`config.mk`:
```
export PLATFORM = sky130hd
export DESIGN_NAME = bldc_commutation_power_control_core_flat
export DESIGN_NICKNAME = d
export VERILOG_FILES = /design/src/design/bcpc_pkg.sv /design/src/design/bcpc_if.sv /design/src/design/bcpc_cfg.sv /design/src/design/bcpc_div.sv /design/src/design/bldc_commutation_power_control_core.sv /design/src/flat_wrapper.sv
export SDC_FILE = /design/constraint.sdc
export NUM_CORES = 1
export LEC_CHECK = 0
export BUFFER_PORTS_ARGS = -buffer_cell sky130_fd_sc_hd__buf_2
export CORE_MARGIN = 5
export CORE_UTILIZATION = 43
export CTS_CLUSTER_DIAMETER = 40
export DETAILED_ROUTE_END_ITERATION = 6
export PLACE_DENSITY_LB_ADDON = 0.2
export SLEW_MARGIN = 20
export SYNTH_ARGS = -nofsm -noshare
export SYNTH_HDL_FRONTEND = slang
export SYNTH_HIERARCHICAL = 1
export SYNTH_SLANG_ARGS = --single-unit
```
`constraint.sdc`:
```
create_clock -name clk -period 8.7 [get_ports clk]
set_clock_uncertainty 0.15 [all_clocks]
set_input_delay 0 -clock clk [delete_from_list [all_inputs] [get_ports clk]]
set_output_delay 0 -clock clk [all_outputs]
set_load 0.05 [all_outputs]
```
`src/design/bcpc_pkg.sv`:
```
// Shared types, constants and lookup tables of the commutation power control block.
`timescale 1ns / 1ps

package bcpc_pkg;

    localparam int PERIOD_W = 16;
    localparam int QUAL_W   = 8;
    localparam int RAMP_W   = 7;
    localparam int STEP_W   = 3;
    localparam int IDX_W    = 2;

    localparam logic [7:0] RAMP_LAST = 8'd127;

    localparam logic [1:0] MODE_HALT  = 2'd0;
    localparam logic [1:0] MODE_RUN   = 2'd1;
    localparam logic [1:0] MODE_START = 2'd2;

    localparam logic [IDX_W-1:0] REG_HALT_PERIOD   = 2'd0;
    localparam logic [IDX_W-1:0] REG_START_PERIOD  = 2'd1;
    localparam logic [IDX_W-1:0] REG_KICK_POWER    = 2'd2;
    localparam logic [IDX_W-1:0] REG_QUALIFY_COUNT = 2'd3;

    localparam logic [PERIOD_W-1:0] HALT_PERIOD_RST   = 16'd11000;
    localparam logic [PERIOD_W-1:0] START_PERIOD_RST  = 16'd12000;
    localparam logic [PERIOD_W-1:0] KICK_POWER_RST    = 16'd2000;
    localparam logic [QUAL_W-1:0]   QUALIFY_COUNT_RST = 8'd20;

    typedef struct packed {
        logic [PERIOD_W-1:0] halt_period;
        logic [PERIOD_W-1:0] start_period;
        logic [PERIOD_W-1:0] kick_power;
        logic [QUAL_W-1:0]   qualify_count;
    } cfg_t;

    typedef struct packed {
        logic                start;
        logic [PERIOD_W-1:0] dividend_hi;
        logic [PERIOD_W-1:0] divisor;
    } div_req_t;

    localparam logic [15:0] TARGET_ROM [0:255] = '{
        16'd2500, 16'd2415, 16'd2335, 16'd2261, 16'd2191, 16'd2126, 16'd2064, 16'd2006,
        16'd1951, 16'd1899, 16'd1849, 16'd1802, 16'd1758, 16'd1715, 16'd1675, 16'd1636,
        16'd1600, 16'd1564, 16'd1531, 16'd1498, 16'd1467, 16'd1438, 16'd1409, 16'd1382,
        16'd1355, 16'd1330, 16'd1306, 16'd1282, 16'd1259, 16'd1237, 16'd1216, 16'd1196,
        16'd1176, 16'd1157, 16'd1138, 16'd1120, 16'd1103, 16'd1086, 16'd1070, 16'd1054,
        16'd1038, 16'd1024, 16'd1009, 16'd995, 16'd981, 16'd968, 16'd955, 16'd942,
        16'd930, 16'd918, 16'd906, 16'd895, 16'd883, 16'd873, 16'd862, 16'd852,
        16'd842, 16'd832, 16'd822, 16'd813, 16'd804, 16'd795, 16'd786, 16'd777,
        16'd769, 16'd760, 16'd752, 16'd745, 16'd737, 16'd729, 16'd722, 16'd715,
        16'd707, 16'd700, 16'd694, 16'd687, 16'd680, 16'd674, 16'd668, 16'd661,
        16'd655, 16'd649, 16'd643, 16'd638, 16'd632, 16'd626, 16'd621, 16'd615,
        16'd610, 16'd605, 16'd600, 16'd595, 16'd590, 16'd585, 16'd580, 16'd576,
        16'd571, 16'd566, 16'd562, 16'd557, 16'd553, 16'd549, 16'd545, 16'd540,
        16'd536, 16'd532, 16'd528, 16'd525, 16'd521, 16'd517, 16'd513, 16'd509,
        16'd506, 16'd502, 16'd499, 16'd495, 16'd492, 16'd488, 16'd485, 16'd482,
        16'd479, 16'd475, 16'd472, 16'd469, 16'd466, 16'd463, 16'd460, 16'd457,
        16'd454, 16'd451, 16'd448, 16'd445, 16'd443, 16'd440, 16'd437, 16'd435,
        16'd432, 16'd429, 16'd427, 16'd424, 16'd422, 16'd419, 16'd417, 16'd414,
        16'd412, 16'd409, 16'd407, 16'd405, 16'd403, 16'd400, 16'd398, 16'd396,
        16'd394, 16'd391, 16'd389, 16'd387, 16'd385, 16'd383, 16'd381, 16'd379,
        16'd377, 16'd375, 16'd373, 16'd371, 16'd369, 16'd367, 16'd365, 16'd363,
        16'd361, 16'd360, 16'd358, 16'd356, 16'd354, 16'd353, 16'd351, 16'd349,
        16'd347, 16'd346, 16'd344, 16'd342, 16'd341, 16'd339, 16'd337, 16'd336,
        16'd334, 16'd333, 16'd331, 16'd330, 16'd328, 16'd327, 16'd325, 16'd324,
        16'd322, 16'd321, 16'd319, 16'd318, 16'd316, 16'd315, 16'd314, 16'd312,
        16'd311, 16'd309, 16'd308, 16'd307, 16'd305, 16'd304, 16'd303, 16'd302,
        16'd300, 16'd299, 16'd298, 16'd296, 16'd295, 16'd294, 16'd293, 16'd292,
        16'd290, 16'd289, 16'd288, 16'd287, 16'd286, 16'd285, 16'd283, 16'd282,
        16'd281, 16'd280, 16'd279, 16'd278, 16'd277, 16'd276, 16'd275, 16'd274,
        16'd273, 16'd271, 16'd270, 16'd269, 16'd268, 16'd267, 16'd266, 16'd265,
        16'd264, 16'd263, 16'd262, 16'd261, 16'd261, 16'd260, 16'd259, 16'd258,
        16'd257, 16'd256, 16'd255, 16'd254, 16'd253, 16'd252, 16'd251, 16'd250
    };

    localparam logic [15:0] RAMP_ROM [0:127] = '{
        16'd49999, 16'd48120, 16'd46376, 16'd44755, 16'd43243, 16'd41830, 16'd40506, 16'd39263,
        16'd38095, 16'd36994, 16'd35955, 16'd34972, 16'd34042, 16'd33160, 16'd32323, 16'd31527,
        16'd30769, 16'd30046, 16'd29357, 16'd28699, 16'd28070, 16'd27467, 16'd26890, 16'd26337,
        16'd25806, 16'd25296, 16'd24806, 16'd24334, 16'd23880, 16'd23443, 16'd23021, 16'd22614,
        16'd22222, 16'd21843, 16'd21476, 16'd21122, 16'd20779, 16'd20447, 16'd20125, 16'd19814,
        16'd19512, 16'd19219, 16'd18934, 16'd18658, 16'd18390, 16'd18130, 16'd17877, 16'd17630,
        16'd17391, 16'd17158, 16'd16931, 16'd16710, 16'd16494, 16'd16284, 16'd16080, 16'd15880,
        16'd15686, 16'd15496, 16'd15311, 16'd15130, 16'd14953, 16'd14780, 16'd14611, 16'd14446,
        16'd14285, 16'd14128, 16'd13973, 16'd13822, 16'd13675, 16'd13530, 16'd13389, 16'd13250,
        16'd13114, 16'd12981, 16'd12851, 16'd12723, 16'd12598, 16'd12475, 16'd12355, 16'd12237,
        16'd12121, 16'd12007, 16'd11895, 16'd11786, 16'd11678, 16'd11573, 16'd11469, 16'd11367,
        16'd11267, 16'd11169, 16'd11072, 16'd10977, 16'd10884, 16'd10792, 16'd10702, 16'd10613,
        16'd10526, 16'd10440, 16'd10355, 16'd10272, 16'd10191, 16'd10110, 16'd10031, 16'd9953,
        16'd9876, 16'd9800, 16'd9726, 16'd9653, 16'd9580, 16'd9509, 16'd9439, 16'd9370,
        16'd9302, 16'd9235, 16'd9169, 16'd9103, 16'd9039, 16'd8976, 16'd8913, 16'd8852,
        16'd8791, 16'd8731, 16'd8672, 16'd8613, 16'd8556, 16'd8499, 16'd8443, 16'd8387
    };

endpackage

```
`src/design/bcpc_if.sv`:
```
// Handshake channel interfaces for commutation items and power results.
`timescale 1ns / 1ps

interface bcpc_item_if;
    logic        valid;
    logic        ready;
    logic [15:0] period_ticks;
    logic [7:0]  throttle;
    logic        restart;

    modport source (output valid, period_ticks, throttle, restart, input ready);
    modport sink   (input valid, period_ticks, throttle, restart, output ready);
endinterface

interface bcpc_result_if;
    logic        valid;
    logic        ready;
    logic [15:0] power_ticks;
    logic [15:0] hold_ticks;
    logic [1:0]  mode;
    logic [2:0]  phase_step;
    logic [14:0] blanking_ticks;

    modport source (output valid, power_ticks, hold_ticks, mode, phase_step, blanking_ticks,
                    input ready);
    modport sink   (input valid, power_ticks, hold_ticks, mode, phase_step, blanking_ticks,
                    output ready);
endinterface

```
`src/design/bcpc_cfg.sv`:
```
// Configuration register bank written through the plain write port.
`timescale 1ns / 1ps

module bcpc_cfg
    import bcpc_pkg::*;
(
    input  logic                clk,
    input  logic                rst_n,
    input  logic                wr_en,
    input  logic [IDX_W-1:0]    wr_index,
    input  logic [PERIOD_W-1:0] wr_data,
    output cfg_t                cfg
);

    cfg_t cfg_reg;
    cfg_t cfg_next;

    always_comb
    begin
        cfg_next = cfg_reg;
        if (wr_en)
        begin
            unique case (wr_index)
                REG_HALT_PERIOD:   cfg_next.halt_period   = wr_data;
                REG_START_PERIOD:  cfg_next.start_period  = wr_data;
                REG_KICK_POWER:    cfg_next.kick_power    = wr_data;
                REG_QUALIFY_COUNT: cfg_next.qualify_count = wr_data[QUAL_W-1:0];
            endcase
        end
    end

    always_ff @(posedge clk or negedge rst_n)
    begin
        if (!rst_n)
        begin
            cfg_reg.halt_period   <= HALT_PERIOD_RST;
            cfg_reg.start_period  <= START_PERIOD_RST;
            cfg_reg.kick_power    <= KICK_POWER_RST;
            cfg_reg.qualify_count <= QUALIFY_COUNT_RST;
        end
        else
        begin
            cfg_reg <= cfg_next;
        end
    end

    assign cfg = cfg_reg;

endmodule

```
`src/design/bcpc_div.sv`:
```
// Restoring shift-subtract divider, one quotient bit per cycle.
`timescale 1ns / 1ps

module bcpc_div
    import bcpc_pkg::*;
(
    input  logic                clk,
    input  logic                rst_n,
    input  div_req_t            req,
    output logic                done,
    output logic [PERIOD_W-1:0] quotient
);

    localparam int CNT_W = $clog2(PERIOD_W + 1);

    logic [PERIOD_W-1:0] rem_reg, rem_next;
    logic [PERIOD_W-1:0] quo_reg, quo_next;
    logic [PERIOD_W-1:0] den_reg, den_next;
    logic [CNT_W-1:0]    cnt_reg, cnt_next;
    logic                done_reg, done_next;
    logic [PERIOD_W:0]   shifted;
    logic                fits;

    assign shifted = {rem_reg, 1'b0};
    assign fits    = shifted >= {1'b0, den_reg};

    always_comb
    begin
        rem_next  = rem_reg;
        quo_next  = quo_reg;
        den_next  = den_reg;
        cnt_next  = cnt_reg;
        done_next = 1'b0;
        if (req.start)
        begin
            rem_next = req.dividend_hi;
            quo_next = '0;
            den_next = req.divisor;
            cnt_next = CNT_W'(PERIOD_W);
        end
        else if (cnt_reg != '0)
        begin
            rem_next  = fits ? PERIOD_W'(shifted - {1'b0, den_reg}) : shifted[PERIOD_W-1:0];
            quo_next  = {quo_reg[PERIOD_W-2:0], fits};
            cnt_next  = cnt_reg - 1'b1;
            done_next = (cnt_reg == CNT_W'(1));
        end
    end

    always_ff @(posedge clk or negedge rst_n)
    begin
        if (!rst_n)
        begin
            cnt_reg  <= '0;
            done_reg <= 1'b0;
        end
        else
        begin
            cnt_reg  <= cnt_next;
            done_reg <= done_next;
        end
    end

    always_ff @(posedge clk)
    begin
        rem_reg <= rem_next;
        quo_reg <= quo_next;
        den_reg <= den_next;
    end

    assign done     = done_reg;
    assign quotient = quo_reg;

endmodule

```
`src/design/bldc_commutation_power_control_core.sv`:
```
// Flow: an item that needs no division goes from S_IDLE straight to S_DONE; in running mode
// with period above target it passes S_DIV (16 divider steps, multiply), S_CAP (clamp), S_DONE (result load).
// Items are taken only in S_IDLE, so a new item waits until the last result is loaded, also
// while the shift-subtract divider runs; the result register frees the input side meanwhile.
// Reset: asynchronous, active low; mode halt, counters, ramp, phase and hold cleared.
`timescale 1ns / 1ps

module bldc_commutation_power_control_core
    import bcpc_pkg::*;
(
    input  logic                clk,
    input  logic                rst_n,
    input  logic                wr_en,
    input  logic [IDX_W-1:0]    wr_index,
    input  logic [PERIOD_W-1:0] wr_data,
    bcpc_item_if.sink           item,
    bcpc_result_if.source       result
);

    localparam logic [1:0] S_IDLE = 2'd0;
    localparam logic [1:0] S_DIV  = 2'd1;
    localparam logic [1:0] S_CAP  = 2'd2;
    localparam logic [1:0] S_DONE = 2'd3;

    localparam int PROD_W = 2 * PERIOD_W + 1;

    cfg_t                cfg;
    div_req_t            div_req;
    logic                div_done;
    logic [PERIOD_W-1:0] div_quo;

    logic [1:0]          state_reg, state_next;
    logic [1:0]          mode_reg, mode_next;
    logic [RAMP_W-1:0]   ramp_reg, ramp_next;
    logic [QUAL_W-1:0]   kick_reg, kick_next;
    logic [QUAL_W-1:0]   run_reg, run_next;
    logic [STEP_W-1:0]   step_reg, step_next;
    logic [PERIOD_W-1:0] hold_reg, hold_next;
    logic [PERIOD_W-1:0] period_reg, period_next;
    logic [PERIOD_W-1:0] power_reg, power_next;
    logic [PROD_W-1:0]   prod_reg, prod_next;

    logic                o_valid_reg, o_valid_next;
    logic [PERIOD_W-1:0] o_power_reg, o_power_next;
    logic [PERIOD_W-1:0] o_hold_reg, o_hold_next;
    logic [1:0]          o_mode_reg, o_mode_next;
    logic [STEP_W-1:0]   o_step_reg, o_step_next;
    logic [PERIOD_W-2:0] o_blank_reg, o_blank_next;

    logic                accept;
    logic                take;
    logic                load;

    logic [PERIOD_W-1:0] tgt;
    logic [1:0]          a_mode;
    logic [RAMP_W-1:0]   a_ramp;
    logic [QUAL_W-1:0]   a_kick;
    logic [QUAL_W-1:0]   a_run;
    logic [PERIOD_W-1:0] a_hold;
    logic [PERIOD_W-1:0] a_power;
    logic                a_div;
    logic [QUAL_W-1:0]   kick_inc;
    logic [QUAL_W-1:0]   run_base;
    logic [QUAL_W-1:0]   run_inc;
    logic                kick_ok;
    logic                run_ok;
    logic [PERIOD_W:0]   factor;
    logic [PROD_W-11:0]  scaled;

    bcpc_cfg u_cfg (
        .clk      (clk),
        .rst_n    (rst_n),
        .wr_en    (wr_en),
        .wr_index (wr_index),
        .wr_data  (wr_data),
        .cfg      (cfg)
    );

    bcpc_div u_div (
        .clk      (clk),
        .rst_n    (rst_n),
        .req      (div_req),
        .done     (div_done),
        .quotient (div_quo)
    );

    assign item.ready = (state_reg == S_IDLE);
    assign accept     = item.valid && item.ready;
    assign take       = o_valid_reg && result.ready;
    assign load       = (state_reg == S_DONE) && (!o_valid_reg || result.ready);

    assign tgt = TARGET_ROM[item.throttle];

    // Mode step for the item at the input
    always_comb
    begin
        a_mode   = mode_reg;
        a_ramp   = ramp_reg;
        a_kick   = kick_reg;
        a_run    = run_reg;
        a_hold   = hold_reg;
        a_power  = '0;
        a_div    = 1'b0;
        kick_ok  = (item.period_ticks < cfg.start_period) &&
                   (item.period_ticks > (cfg.start_period >> 3));
        run_ok   = (item.period_ticks < cfg.halt_period) &&
                   (item.period_ticks > (cfg.halt_period >> 3));
        kick_inc = (kick_reg == '1) ? kick_reg : kick_reg + 1'b1;
        run_base = kick_ok ? run_reg : '0;
        run_inc  = (run_base == '1) ? run_base : run_base + 1'b1;

        priority if (mode_reg == MODE_RUN)
        begin
            if (item.period_ticks > cfg.halt_period)
            begin
                a_kick = '0;
                a_run  = '0;
                a_mode = MODE_HALT;
            end
            else if (item.period_ticks > tgt)
            begin
                a_div = 1'b1;
            end
        end
        else if (mode_reg == MODE_START)
        begin
            a_ramp  = ramp_reg + 1'b1;
            a_hold  = RAMP_ROM[a_ramp];
            a_power = {2'b00, item.period_ticks[PERIOD_W-1:2]};
            if (({1'b0, a_ramp} == RAMP_LAST) || (a_ramp == '0))
            begin
                a_mode = MODE_RUN;
            end
        end
        else
        begin
            a_kick  = kick_ok ? kick_inc : '0;
            a_power = (a_kick > cfg.qualify_count) ? cfg.kick_power : '0;
            a_run   = run_ok ? run_inc : '0;
            a_mode  = (a_run > cfg.qualify_count) ? MODE_RUN : MODE_HALT;
        end

        if (item.restart)
        begin
            a_ramp = '0;
            a_mode = MODE_START;
        end
    end

    assign div_req.start       = accept && a_div;
    assign div_req.dividend_hi = tgt;
    assign div_req.divisor     = item.period_ticks;

    assign factor = {1'b1, {PERIOD_W{1'b0}}} - {1'b0, div_quo};
    assign scaled = prod_reg[PROD_W-1:10];

    always_comb
    begin
        state_next  = state_reg;
        mode_next   = mode_reg;
        ramp_next   = ramp_reg;
        kick_next   = kick_reg;
        run_next    = run_reg;
        step_next   = step_reg;
        hold_next   = hold_reg;
        period_next = period_reg;
        power_next  = power_reg;
        prod_next   = prod_reg;

        unique case (state_reg)
            S_IDLE:
            begin
                if (accept)
                begin
                    mode_next   = a_mode;
                    ramp_next   = a_ramp;
                    kick_next   = a_kick;
                    run_next    = a_run;
                    hold_next   = a_hold;
                    power_next  = a_power;
                    period_next = item.period_ticks;
                    step_next   = (step_reg >= STEP_W'(5)) ? '0 : step_reg + 1'b1;
                    state_next  = a_div ? S_DIV : S_DONE;
                end
            end
            S_DIV:
            begin
                if (div_done)
                begin
                    prod_next  = {{(PERIOD_W + 1){1'b0}}, period_reg} *
                                 {{PERIOD_W{1'b0}}, factor};
                    state_next = S_CAP;
                end
            end
            S_CAP:
            begin
                power_next = (scaled > {{(PROD_W - 10 - PERIOD_W){1'b0}}, period_reg}) ?
                             period_reg : scaled[PERIOD_W-1:0];
                state_next = S_DONE;
            end
            S_DONE:
            begin
                if (load)
                begin
                    state_next = S_IDLE;
                end
            end
        endcase
    end

    always_comb
    begin
        o_valid_next = o_valid_reg;
        o_power_next = o_power_reg;
        o_hold_next  = o_hold_reg;
        o_mode_next  = o_mode_reg;
        o_step_next  = o_step_reg;
        o_blank_next = o_blank_reg;
        if (load)
        begin
            o_valid_next = 1'b1;
            o_power_next = power_reg;
            o_hold_next  = hold_reg;
            o_mode_next  = mode_reg;
            o_step_next  = step_reg;
            o_blank_next = period_reg[PERIOD_W-1:1];
        end
        else if (take)
        begin
            o_valid_next = 1'b0;
        end
    end

    always_ff @(posedge clk or negedge rst_n)
    begin
        if (!rst_n)
        begin
            state_reg   <= S_IDLE;
            mode_reg    <= MODE_HALT;
            ramp_reg    <= '0;
            kick_reg    <= '0;
            run_reg     <= '0;
            step_reg    <= '0;
            hold_reg    <= '0;
            o_valid_reg <= 1'b0;
        end
        else
        begin
            state_reg   <= state_next;
            mode_reg    <= mode_next;
            ramp_reg    <= ramp_next;
            kick_reg    <= kick_next;
            run_reg     <= run_next;
            step_reg    <= step_next;
            hold_reg    <= hold_next;
            o_valid_reg <= o_valid_next;
        end
    end

    always_ff @(posedge clk)
    begin
        period_reg  <= period_next;
        power_reg   <= power_next;
        prod_reg    <= prod_next;
        o_power_reg <= o_power_next;
        o_hold_reg  <= o_hold_next;
        o_mode_reg  <= o_mode_next;
        o_step_reg  <= o_step_next;
        o_blank_reg <= o_blank_next;
    end

    assign result.valid          = o_valid_reg;
    assign result.power_ticks    = o_power_reg;
    assign result.hold_ticks     = o_hold_reg;
    assign result.mode           = o_mode_reg;
    assign result.phase_step     = o_step_reg;
    assign result.blanking_ticks = o_blank_reg;

`ifndef ASSERT_OFF
    a_div_done_in_div: assert property (@(posedge clk) disable iff (!rst_n)
        div_done |-> (state_reg == S_DIV))
        else $error("divider finished outside the division state");

    a_cap_bounded: assert property (@(posedge clk) disable iff (!rst_n)
        (state_reg == S_CAP) |=> (power_reg <= period_reg))
        else $error("running on-time exceeds the period");

    a_step_range: assert property (@(posedge clk) disable iff (!rst_n)
        result.valid |-> (result.phase_step <= STEP_W'(5)))
        else $error("phase index out of range");

    a_load_only_done: assert property (@(posedge clk) disable iff (!rst_n)
        (o_valid_reg && !$past(o_valid_reg)) |-> ($past(state_reg) == S_DONE))
        else $error("result raised without a finished item");
`endif

endmodule
```
`src/flat_wrapper.sv`:
```
// flat-port wrapper written by rule: the top's interface ports become plain ports
module bldc_commutation_power_control_core_flat import bcpc_pkg::*;
  (clk, rst_n, wr_en, wr_index, wr_data, item_valid, item_period_ticks, item_throttle, item_restart, item_ready, result_valid, result_power_ticks, result_hold_ticks, result_mode, result_phase_step, result_blanking_ticks, result_ready);
  bcpc_item_if item_i ();
  bcpc_result_if result_i ();
  input  logic clk;
  input  logic rst_n;
  input  logic wr_en;
  input  logic [IDX_W-1:0] wr_index;
  input  logic [PERIOD_W-1:0] wr_data;
  input wire logic [$bits(item_i.valid)-1:0] item_valid;
  input wire logic [$bits(item_i.period_ticks)-1:0] item_period_ticks;
  input wire logic [$bits(item_i.throttle)-1:0] item_throttle;
  input wire logic [$bits(item_i.restart)-1:0] item_restart;
  output wire logic [$bits(item_i.ready)-1:0] item_ready;
  output wire logic [$bits(result_i.valid)-1:0] result_valid;
  output wire logic [$bits(result_i.power_ticks)-1:0] result_power_ticks;
  output wire logic [$bits(result_i.hold_ticks)-1:0] result_hold_ticks;
  output wire logic [$bits(result_i.mode)-1:0] result_mode;
  output wire logic [$bits(result_i.phase_step)-1:0] result_phase_step;
  output wire logic [$bits(result_i.blanking_ticks)-1:0] result_blanking_ticks;
  input wire logic [$bits(result_i.ready)-1:0] result_ready;
  assign item_i.valid = item_valid;
  assign item_i.period_ticks = item_period_ticks;
  assign item_i.throttle = item_throttle;
  assign item_i.restart = item_restart;
  assign item_ready = item_i.ready;
  assign result_valid = result_i.valid;
  assign result_power_ticks = result_i.power_ticks;
  assign result_hold_ticks = result_i.hold_ticks;
  assign result_mode = result_i.mode;
  assign result_phase_step = result_i.phase_step;
  assign result_blanking_ticks = result_i.blanking_ticks;
  assign result_i.ready = result_ready;
  bldc_commutation_power_control_core u_core (.clk(clk), .rst_n(rst_n), .wr_en(wr_en), .wr_index(wr_index), .wr_data(wr_data), .item(item_i), .result(result_i));
endmodule
```
==> run metrics <==
status completed; final setup TNS 0 ns; CTS Hold Buffers Added 43; asr flop ratio synth 0.413; detailed-route DRC error count 0; Met2 Routed Length 40.5 mm; DR WL met3 6.06 mm; most common cell after layout, fill and taps aside nand2_1; Synth Warn # 6; predominant post-synthesis flop cell edfxtp_1; RSZ-0062 raised after global routing no; Worst R2R Path Depth 25; vias in the first global route 24100; post_cts resized 0; max FFs per register 56; FMAX 126 MHz; Syn Inst Count 3078; most frequent cells in the layout nand2_1, inv_1, ha_1, fa_1; Die Ht 265 um; CTS Root Cell clkbuf_16; Worst Hold End u_core/period_reg[0]; placed cell area 29200 sq um; Mapped Area 28000 sq um; postcts setup bufs 0; CTS tree done; Global Route Usage Sum 0.242; critical path arrival approximately 8.2 ns; Port Buffers between 100 and 150; Least-Margin Pin Slew roughly 1.1 ns; clk buf depth 3; Placed Cells between 3000 and 4000; Synth area leader fa_1; critical path type flop to flop; die area between 70000 and 80000 sq um; Yosys reg bits 264; routed metal-1 wire length 36.4 mm; IO Count 102; Core Util, Final 0.486; register area share after synthesis 0.259; starting DRC count in detailed routing approximately 1800; MaxCap Viol Count 0; total grt overflow 0; worst skew pair latency around 0.60 ns; FF-to-FF setup slack roughly 0.74 ns; clock sinks around 260; Reg2Reg Launch Point u_core/u_div/quotient[0]; vias 23500; count of unique library cells instantiated by Yosys 114; Core Area 64500 sq um; Area contributors post-synth fa_1, edfxtp_1, ha_1; worst hold path type primary input to flop; 1st-pass router iterations 6; initial core utilization 0.434; Final Critical Period 7.96 ns; max-slew violation count 0; Design Area, Final 31300 sq um; Worst Path Required 8.88 ns; filler instances 6139; largest net degree at the start of global routing between 70 and 80; CTS buffer count 47; global-route wire length before repair 137 mm; final WL 85.9 mm; Final Non-Filler Cells 4043; die width 265 um; Final Hold Viols 0; crit end category flop; EDFF count, synth 139; Hold Path Stages 2; Rows 93; area growth from synthesis to final layout 11.9%; Max-slew headroom 0.233; final-report setup violation count 0; hpwl dp 63.1 mm; initial antenna violation count 4; H-tree depth 2; Placer Congestion between 0.9 and 1; Worst R2R End u_core/prod_reg[32]; CP Launch Type flop; clk slew on worst S/H paths 0.06 ns; hold path start item_period_ticks[0]; ANT nets after route 0; top layer in use met5; vias per cell around 5.8; CP Max Fanout 16; fraction of layout cells with a size suffix above 1 0.129; top cell type's share of synthesized area 0.149; mean post-synth cell area 9.10 sq um; final period utilization 0.916; nets ~3700; WL/cell 21.2 um
==> worst max-delay path, stage by stage (launching register included) <==
cell and delay (ns):
dfxtp_1 0.31, inv_1 0.25, ha_1 0.27, inv_1 0.08
nor4_1 0.44, xnor2_2 0.42, and2_1 0.33, fa_1 0.54
inv_1 0.05, fa_1 0.51, fa_1 0.52, inv_1 0.05
fa_1 0.48, fa_1 0.57, inv_1 0.06, fa_1 0.55
inv_1 0.05, ha_1 0.38, a211oi_2 0.24, nor2_1 0.11
nor3b_2 0.19, a21oi_2 0.13, a31o_4 0.29, a221o_1 0.38
nor4_1 0.26, nor3_1 0.08
==> Yosys cell counts (all sizes together) (19+ instances only) <==
library cell and n:
clkbuf 102, nor2 181, buf 74, nand2 371, nor3 41, xnor2 41, nand3 59, a21oi 181
nor2b 21, a21o 28, mux2 78, dfstp 23, nand4 26, and2 122, xor2 24, dfrtp 86
mux2i 27, fa 209, ha 276, nand2b 25, o211ai 41, o21ai 146, and3 19, a211oi 35
a31oi 39, edfxtp 139, o21a 22, inv 357
==> stage by stage <==
stage / setup WS, ns / hold slack (ns)
6_report: 0.735 / 0.107
5_1_grt: 0.226 / 0.0916
4_1_cts: 0.758 / 0.0410
3_5_place_dp: 0.797 / -0.0680
3_3_place_gp: 0.859 / -0.0743
2_1_floorplan: 1.25 / -0.446
==> final cells by class <==
cell class / instances / area (sq um) / share of cell area
diodes: 1 / 2.50 / 0.0000799
repair buffers: 194 / 1330 / 0.0425
well taps: 855 / 1070 / 0.0341
multi-input cells: 2283 / 18700 / 0.596
flip-flops and latches: 264 / 7250 / 0.231
inverters: 358 / 1340 / 0.0429
clock inverters: 38 / 457 / 0.0146
clock buffers: 50 / 1200 / 0.0382
==> worst max path at each step <==
stage,depth (start not counted),to,slack [ns],start
2_1_floorplan,28,u_core/prod_reg[32],1.25,u_core/u_div/quotient[0]
3_3_place_gp,25,u_core/prod_reg[32],0.86,u_core/u_div/quotient[0]
3_5_place_dp,25,u_core/prod_reg[32],0.80,u_core/u_div/quotient[0]
4_1_cts,25,u_core/prod_reg[32],0.76,u_core/u_div/quotient[0]
5_1_grt,25,u_core/prod_reg[32],0.23,u_core/u_div/quotient[0]
6_report,25,u_core/prod_reg[32],0.74,u_core/u_div/quotient[0]
==> metal layers <==
metal,GRT usage,vias to the layer above
li1,-,10800
met1,0.325,11600
met2,0.399,853
met3,0.0434,190
met4,0.0778,2
met5,0,-
==> cell families after synthesis <==
family          share of synthesized area
fa+ha+maj                           0.273
flops                               0.259
simple gates                        0.162
other cells                      0.000134
mux                                0.0511
xor+xnor                           0.0209
buf+inv                            0.0761
compound gates                      0.158
Power is not shown: default switching activity piles up to over one toggle a cycle in this logic, so the estimate is an artifact.
